==> src/hdl/rmf_pkg.sv <==
// Shared types and constants for the RGB 3x3 mean filter.
`default_nettype none

package rmf_pkg;

  localparam int MAX_WIDTH = 1024;
  localparam int COL_W = $clog2(MAX_WIDTH);
  localparam int WIDTH_W = 11;
  localparam int HEIGHT_W = 13;
  localparam int ROW_W = 14;
  localparam int POS_W = 16;
  localparam int CH_W = 8;
  localparam int NUM_CH = 3;
  localparam int PIX_W = CH_W * NUM_CH;
  localparam int CFG_IDX_W = 1;
  localparam int CFG_DATA_W = 13;

  localparam logic [CFG_IDX_W-1:0] CFG_IMAGE_WIDTH = 1'b0;
  localparam logic [CFG_IDX_W-1:0] CFG_IMAGE_HEIGHT = 1'b1;

  localparam logic [WIDTH_W-1:0] WIDTH_RESET = 11'd1024;
  localparam logic [HEIGHT_W-1:0] HEIGHT_RESET = 13'd768;

  // Window is indexed [column slot][row], slot 0 oldest column, row 0 oldest row.
  typedef logic [2:0][2:0][PIX_W-1:0] rmf_win_t;
  typedef logic [2:0][2:0][CH_W-1:0] rmf_cwin_t;

  typedef struct packed {
    logic emit;
    logic last;
    logic [2:0] col_mask;
    logic [2:0] row_mask;
  } rmf_ctrl_t;

  typedef struct packed {
    logic en;
    logic [COL_W-1:0] col;
  } rmf_wr_t;

endpackage

`default_nettype wire

==> src/hdl/rmf_lane.sv <==
// One color channel lane: masked window sum and division by the neighbor count.
`default_nettype none

module rmf_lane import rmf_pkg::*; (
  input  logic            clk,
  input  logic            adv,
  input  rmf_cwin_t       win,
  input  rmf_ctrl_t       ctrl,
  output logic [CH_W-1:0] q
);

  localparam int SUM_W = 12;
  localparam int RECIP_W = 17;
  localparam int RECIP_SHIFT = 16;
  localparam int PROD_W = SUM_W + RECIP_W;

  // Reciprocal of the neighbor count, rounded up, scaled by two to the sixteenth.
  function automatic logic [RECIP_W-1:0] recip(input logic [2:0] cm, input logic [2:0] rm);
    logic [3:0] ncols;
    logic [3:0] nrows;
    logic [3:0] n;
    ncols = 4'(cm[0]) + 4'(cm[1]) + 4'(cm[2]);
    nrows = 4'(rm[0]) + 4'(rm[1]) + 4'(rm[2]);
    n = 4'(ncols * nrows);
    unique case (n)
      4'd2: recip = 17'd32768;
      4'd3: recip = 17'd21846;
      4'd4: recip = 17'd16384;
      4'd6: recip = 17'd10923;
      4'd9: recip = 17'd7282;
      default: recip = 17'd65536;
    endcase
  endfunction

  logic [SUM_W-1:0]   sum;
  logic [SUM_W-1:0]   sum_q;
  logic [RECIP_W-1:0] recip_q;
  logic [PROD_W-1:0]  prod;

  always_comb begin
    sum = '0;
    for (int i = 0; i < 3; i++) begin
      for (int j = 0; j < 3; j++) begin
        if (ctrl.col_mask[i] && ctrl.row_mask[j]) begin
          sum = sum + SUM_W'(win[i][j]);
        end
      end
    end
  end

  assign prod = PROD_W'(sum_q) * PROD_W'(recip_q);

  always_ff @(posedge clk) begin
    if (adv) begin
      sum_q <= sum;
      recip_q <= recip(ctrl.col_mask, ctrl.row_mask);
      q <= prod[RECIP_SHIFT +: CH_W];
    end
  end

endmodule

`default_nettype wire

==> config.mk <==
export PLATFORM = sky130hd
export DESIGN_NAME = rmf_lane
export DESIGN_NICKNAME = d
export VERILOG_FILES = /design/src/hdl/rmf_pkg.sv /design/src/hdl/rmf_lane.sv
export SDC_FILE = /design/constraint.sdc
export NUM_CORES = 1
export LEC_CHECK = 0
export ABC_CLOCK_PERIOD_IN_PS = 13560
export BUFFER_PORTS_ARGS = -buffer_cell sky130_fd_sc_hd__clkbuf_2
export CORE_MARGIN = 2
export CORE_UTILIZATION = 23
export CTS_BUF_LIST = sky130_fd_sc_hd__clkbuf_4 sky130_fd_sc_hd__clkbuf_8
export CTS_CLUSTER_SIZE = 10
export DETAILED_ROUTE_END_ITERATION = 12
export PLACE_DENSITY = 0.4
export SYNTH_ARGS = -nofsm -noshare
export SYNTH_HDL_FRONTEND = slang
export SYNTH_SLANG_ARGS = --single-unit
==> constraint.sdc <==
create_clock -name clk -period 13.56 [get_ports clk]
set_input_delay 0 -clock clk [delete_from_list [all_inputs] [get_ports clk]]
set_output_delay 0 -clock clk [all_outputs]
set_load 0.03 [all_outputs]
# After elaboration in Yosys (flattened, before gate mapping)
# Index checks and enable logic that the tools add are counted.
word_totals:
  ff_bits: 37
  wordCells: 41
classes:
  add_sub_neg: 12
  n_mul: 2
  eq_ne: 5
  mux: 10
  reduce_logical: 9
ops:
  columns: ["op", "n"]
  rows:
  - ["adder 12 x 8 -> 12 bit", 8]
  - ["2-to-1 mux 12 bit", 8]
  - ["one-hot mux 17 bit (5 select lines)", 1]
  - ["multiplier 12 x 17 -> 24 bit", 1]
  - ["logical AND 1 bit", 9]
  - ["== test 4 x 2 -> 1 bit, second input constant", 2]
  - ["== test 4 x 3 -> 1 bit, second input constant", 2]
  - ["2-to-1 mux 8 bit", 1]
  - ["adder 2 x 1 -> 3 bit", 2]
  - ["adder 1 x 1 -> 2 bit", 2]
  - ["== test 4 bit, second input constant", 1]
  - ["multiplier 3 x 3 -> 4 bit", 1]

# Depth between registers and ports, before layout
depth:
  depth_word: 18
  depth_mapped: 55

# Worst setup path after synthesis
# No wires, ideal clock.
synth_path:
  kind: "input port to flip-flop"
  start: "input ctrl[0] in the netlist's numbering"
  end: "register sum_q[11], data pin"
  setup_ns: 0.259
  arrival_ns: 8.098
  required_time_ns: 13.301
  slack_ns: 5.203
  stages: 47
  path_buffers: 1
  path_cell_list: "clkbuf_1 and3_1 ha_1 inv_1 fa_1 mux2_2 nor2_1 ha_1 a21o_1 a21oi_1 xnor2_1 nor2_1 a211oi_1 ha_1 o21a_1 o31a_1 a21oi_1 nand2_1 [11 not listed] ha_1 xor2_1 mux2_2 ha_1 a21boi_0 o21ai_0 a21boi_0 a21oi_1 mux2_2 ha_1 o311ai_1 a21oi_1 o21ai_0 nor2_1 mux2i_1 a21oi_2 o21a_1 xnor2_1"
synth_between:
  elab_chain_len: 18
  elab_cells_between_ends: 20
  classes_between: "add/sub (8); mux (9); reduce/logical (3)"
synth_rtl:
  columns: ["element", "line", "source"]
  rows:
  - ["from (decl)", "rmf_lane.sv:8", "input rmf_ctrl_t ctrl,"]
  - ["logical AND 1 bit", "rmf_lane.sv:44", "if (ctrl.col_mask[i] && ctrl.row_mask[j]) begin"]
  - ["2-to-1 mux 8 bit", "rmf_lane.sv:44", null]
  - ["adder 12 x 8 -> 12 bit", "rmf_lane.sv:45", "sum = sum + SUM_W'(win[i][j]);"]
  - ["2-to-1 mux 12 bit", "rmf_lane.sv:44", null]
  - ["adder 12 x 8 -> 12 bit", "rmf_lane.sv:45", null]
  - ["2-to-1 mux 12 bit", "rmf_lane.sv:44", null]
  - ["adder 12 x 8 -> 12 bit", "rmf_lane.sv:45", null]
  - ["2-to-1 mux 12 bit", "rmf_lane.sv:44", null]
  - ["[3 not listed]", null, null]
  - ["2-to-1 mux 12 bit", "rmf_lane.sv:44", null]
  - ["adder 12 x 8 -> 12 bit", "rmf_lane.sv:45", null]
  - ["2-to-1 mux 12 bit (*)", "rmf_lane.sv:44", null]
  - ["adder 12 x 8 -> 12 bit", "rmf_lane.sv:45", null]
  - ["2-to-1 mux 12 bit (*)", "rmf_lane.sv:44", null]
  - ["adder 12 x 8 -> 12 bit", "rmf_lane.sv:45", null]
  - ["2-to-1 mux 12 bit (*)", "rmf_lane.sv:44", null]
  - ["net sum[11]", "rmf_lane.sv:35", "logic [SUM_W-1:0] sum;"]
  - ["to (signal assigned)", "rmf_lane.sv:55", "sum_q <= sum;"]
  - ["to (decl)", "rmf_lane.sv:36", "logic [SUM_W-1:0] sum_q;"]
# Mark *: on every way through the listed nets, which the timed path passes. The rest lies on a longest branch.
# A chain may end at the register's enable or synchronous reset.

# Worst setup path in the final report
# Same ends and word-level chain as after synthesis.

==> flow_metrics.env <==
export IMPL_yosys_warnings=0
export IMPL_die_h_um=204.8
export IMPL_holdPathEnd="sum_q[0]"
export IMPL_syn_to_final_growth_pct=11.59
export IMPL_fin_area_mm2=0.01034
export IMPL_layout_setup_ws_ns=4.112
export IMPL_hold_buffers=0
export IMPL_start_kind="input pin"
export IMPL_hold_start="win[64]"
export IMPL_synth_edff_count=28
export IMPL_grt_start_max_net_pins=29
export IMPL_cap_viol_max_count=0
export IMPL_gr_total_overflow=0
export IMPL_finalCritPeriodShare_pct=69.68
export IMPL_first_global_vias=7606
export IMPL_avgSynthCellArea_um2=8.965
export IMPL_cp_data_arrival_time_ns=9.49
export IMPL_cts_buffers=3
export IMPL_ctsResizeCount=0
export IMPL_die_area_mm2=0.04193
export IMPL_cts_setup_buffers=0
export IMPL_num_rows=73
export IMPL_ios=90
export IMPL_clk_latency_ns=0.29
export IMPL_finalSetupViolCount=0
export IMPL_whs_path_depth=3
export IMPL_maxSlewViolCount=0
export IMPL_yosys_register_bits=28
export IMPL_drive_above_1_share_pct=12.35
export IMPL_synth_area_mm2=0.009270
export IMPL_path_common_cell="ha_1"
export IMPL_remaining_drc_errors=0
export IMPL_avgRoutedWirePerCell_um=14.72
export IMPL_worst_r2r_endpoint="q[7]"
export IMPL_place_detailed_instances=1630
export IMPL_final_nets=1437
export IMPL_ys_types=66
export IMPL_reg2reg_slack_ns=7.15
export IMPL_hold_class="in2reg"
export IMPL_status="finished clean"
export IMPL_syn_num_nets=1361
export IMPL_grt_pass1_wl_mm=39.43
export IMPL_cts_htree_levels=1
export IMPL_crit_fanout=16
export IMPL_post_place_ws_ns=3.741
export IMPL_ctsRootBufferMaster="clkbuf_8"
export IMPL_chipWidth_um=204.8
export IMPL_stdcell_count=1634
export IMPL_start_util_pct=23.33
export IMPL_via_per_inst=4.288
export IMPL_max_stage_delay_ns=0.44
export IMPL_cts_tree="built"
export IMPL_min_period_ns=9.448
export IMPL_worst_slew_pin_slew_ns=0.7495
export IMPL_core_mm2=0.03973
export IMPL_cts_sinks=28
export IMPL_rsz0062_at_grt="false"
export IMPL_drtPass1Iterations=4
export IMPL_path_class="in2reg"
export IMPL_cp_required_ns=13.61
export IMPL_syn_inst=1034
export IMPL_fmax_ghz=0.1058
export IMPL_cp_top_family="compound AO/OA/AOI/OAI gates"
export IMPL_place_congestion=0.8122
export IMPL_r2r_cells=20
export IMPL_max_slew_margin_pct=50.03
export IMPL_antenna_cells=0
export IMPL_io_buffers=87
export IMPL_grt_use_total_pct=11.91
export IMPL_via_count=7006
export IMPL_wirelength_mm=24.06
export IMPL_r2r_start="sum_q[3]"
export IMPL_clk_pin_slew_worst_paths_ns=0.11
export IMPL_hpwl_mm=21.61
export IMPL_crit_slowest_cell="fa_1"
export IMPL_drtIter0Drc=186
export IMPL_skew_ns=0.009785
export IMPL_fillers=4318
export IMPL_yosys_most_used_dff="edfxtp_1"
export IMPL_end_kind="flip-flop"
export IMPL_final_hold_violation_count=0
export IMPL_ys_seq_area_share_pct=9.070
export IMPL_grt_antenna_before_repair=0
export IMPL_place_area_mm2=0.01030
export IMPL_worst_path_buf_inv=3
export IMPL_tns_ns=0
export IMPL_drt_antenna_violating_nets=0
export IMPL_async_flop_share_pct=0
export IMPL_clk_path_buf_depth=2
layout make-up:
class / instances / area [um2] / area share, %
multi-input cells: 810 / 7691 / 74.35
flip-flops and latches: 28 / 840.8 / 8.128
clock buffers: 3 / 41.29 / 0.3991
repair buffers: 87 / 435.4 / 4.209
inverters: 180 / 675.6 / 6.531
well taps: 525 / 656.9 / 6.350
clock inverters: 1 / 3.754 / 0.03628
synth_stat cells (6+ instances only):
library cell	n	area [um2]
fa_1	135	2703
inv_1	179	671.9
a211oi_1	12	90.09
nand3_1	6	30.03
o21a_1	17	127.6
a21oi_1	51	255.2
nor2_1	62	232.7
o21ai_0	47	235.2
mux2_2	22	247.7
xnor2_1	44	385.4
and3_1	8	50.05
nor3_1	15	75.07
o31ai_1	7	52.55
a21o_1	19	142.6
clkbuf_1	13	48.80
nand2_1	77	289.0
and2_1	66	412.9
edfxtp_1	28	840.8
nand2b_1	9	56.30
xor2_1	13	113.9
nor2b_1	15	93.84
o21ai_1	8	40.04
o21bai_1	6	45.04
ha_1	110	1376
worst reg2reg max path, cell delays in order (launching register included):
cell and delay (ns):
edfxtp_1 0.59, nand2_1 0.17, inv_1 0.18, fa_1 0.54
fa_1 0.57, inv_1 0.05, fa_1 0.47, inv_1 0.06
fa_1 0.50, fa_1 0.49, ha_1 0.31, nor2b_1 0.13
o21ai_0 0.14, o211ai_1 0.13, a31o_1 0.25, a21oi_1 0.34
o21ai_1 0.23, or4_1 0.48, a31o_2 0.27, a21oi_1 0.17
xnor2_1 0.09
worst max-delay path by stage:
stage                     startpoint         to  slack, ns  cells after the start
after CTS                    ctrl[0]  sum_q[11]       3.99                     51
after detailed placement     ctrl[0]  sum_q[11]       3.74                     51
after global routing         ctrl[0]  sum_q[11]       3.06                     51
after floorplan              ctrl[0]  sum_q[11]       5.20                     47
after global placement       ctrl[0]  sum_q[11]       3.75                     51
final                        ctrl[0]  sum_q[11]       4.11                     51
cell usage in the layout (no fill, tap or decap), types with 3 or more instances in the layout:
master,instances
inv_1,179
fa_1,135
ha_1,110
clkbuf_2,87
nand2_1,77
and2_1,66
nor2_1,62
a21oi_1,51
o21ai_0,47
xnor2_1,44
edfxtp_1,28
mux2_2,22
a21o_1,19
o21a_1,17
nor3_1,15
nor2b_1,15
xor2_1,13
a211oi_1,12
nand2b_1,9
and3_1,8
o21ai_1,8
o31ai_1,7
o21bai_1,6
nand3_1,6
nand4_1,4
or2_2,4
o31a_1,4
mux2i_1,4
a21boi_0,3
a31oi_1,3
xnor2_4,3
clkbuf_8,3
metal layers:
layer  up-vias  part of all wire (%)  track usage, %
li1       3544                     -               -
met1      3393                    48           15.55
met2        60                    50           22.04
met3         9                   1.5          0.7000
met4         0                  0.72           1.449
met5         -                     0               0
state kept, by name, summed over array words and instances, names as in the netlist:
name and cells:
q 8, sum_q 12, recip_q 8
per-stage QoR:
stage | utilization [%] | hold WS, ns
floorplan | - | 0.1125
CTS | 26.04 | 0.1202
finish | 26.04 | 0.1385
global route | 26.04 | 0.1429
detailed placement | 25.92 | 0.4434
global placement | 25.92 | 0.4419
cells by family (layout without fill, tap and decap cells):
family                   after synthesis  in the layout  synth area share [%]
multiplexers                          26             26                 3.104
AND/OR/NAND/NOR                      278            278                 15.09
XOR/XNOR                              64             64                 7.059
flip-flops                            28             28                 9.070
buffers and inverters                196            271                 7.963
adder cells (fa/ha/maj)              245            245                 44.00
AO/OA/AOI/OAI                        197            197                 13.71
Power is left out: the tool's default activity adds up to more than one toggle a clock period on the data nets, which glitch-free logic cannot reach.
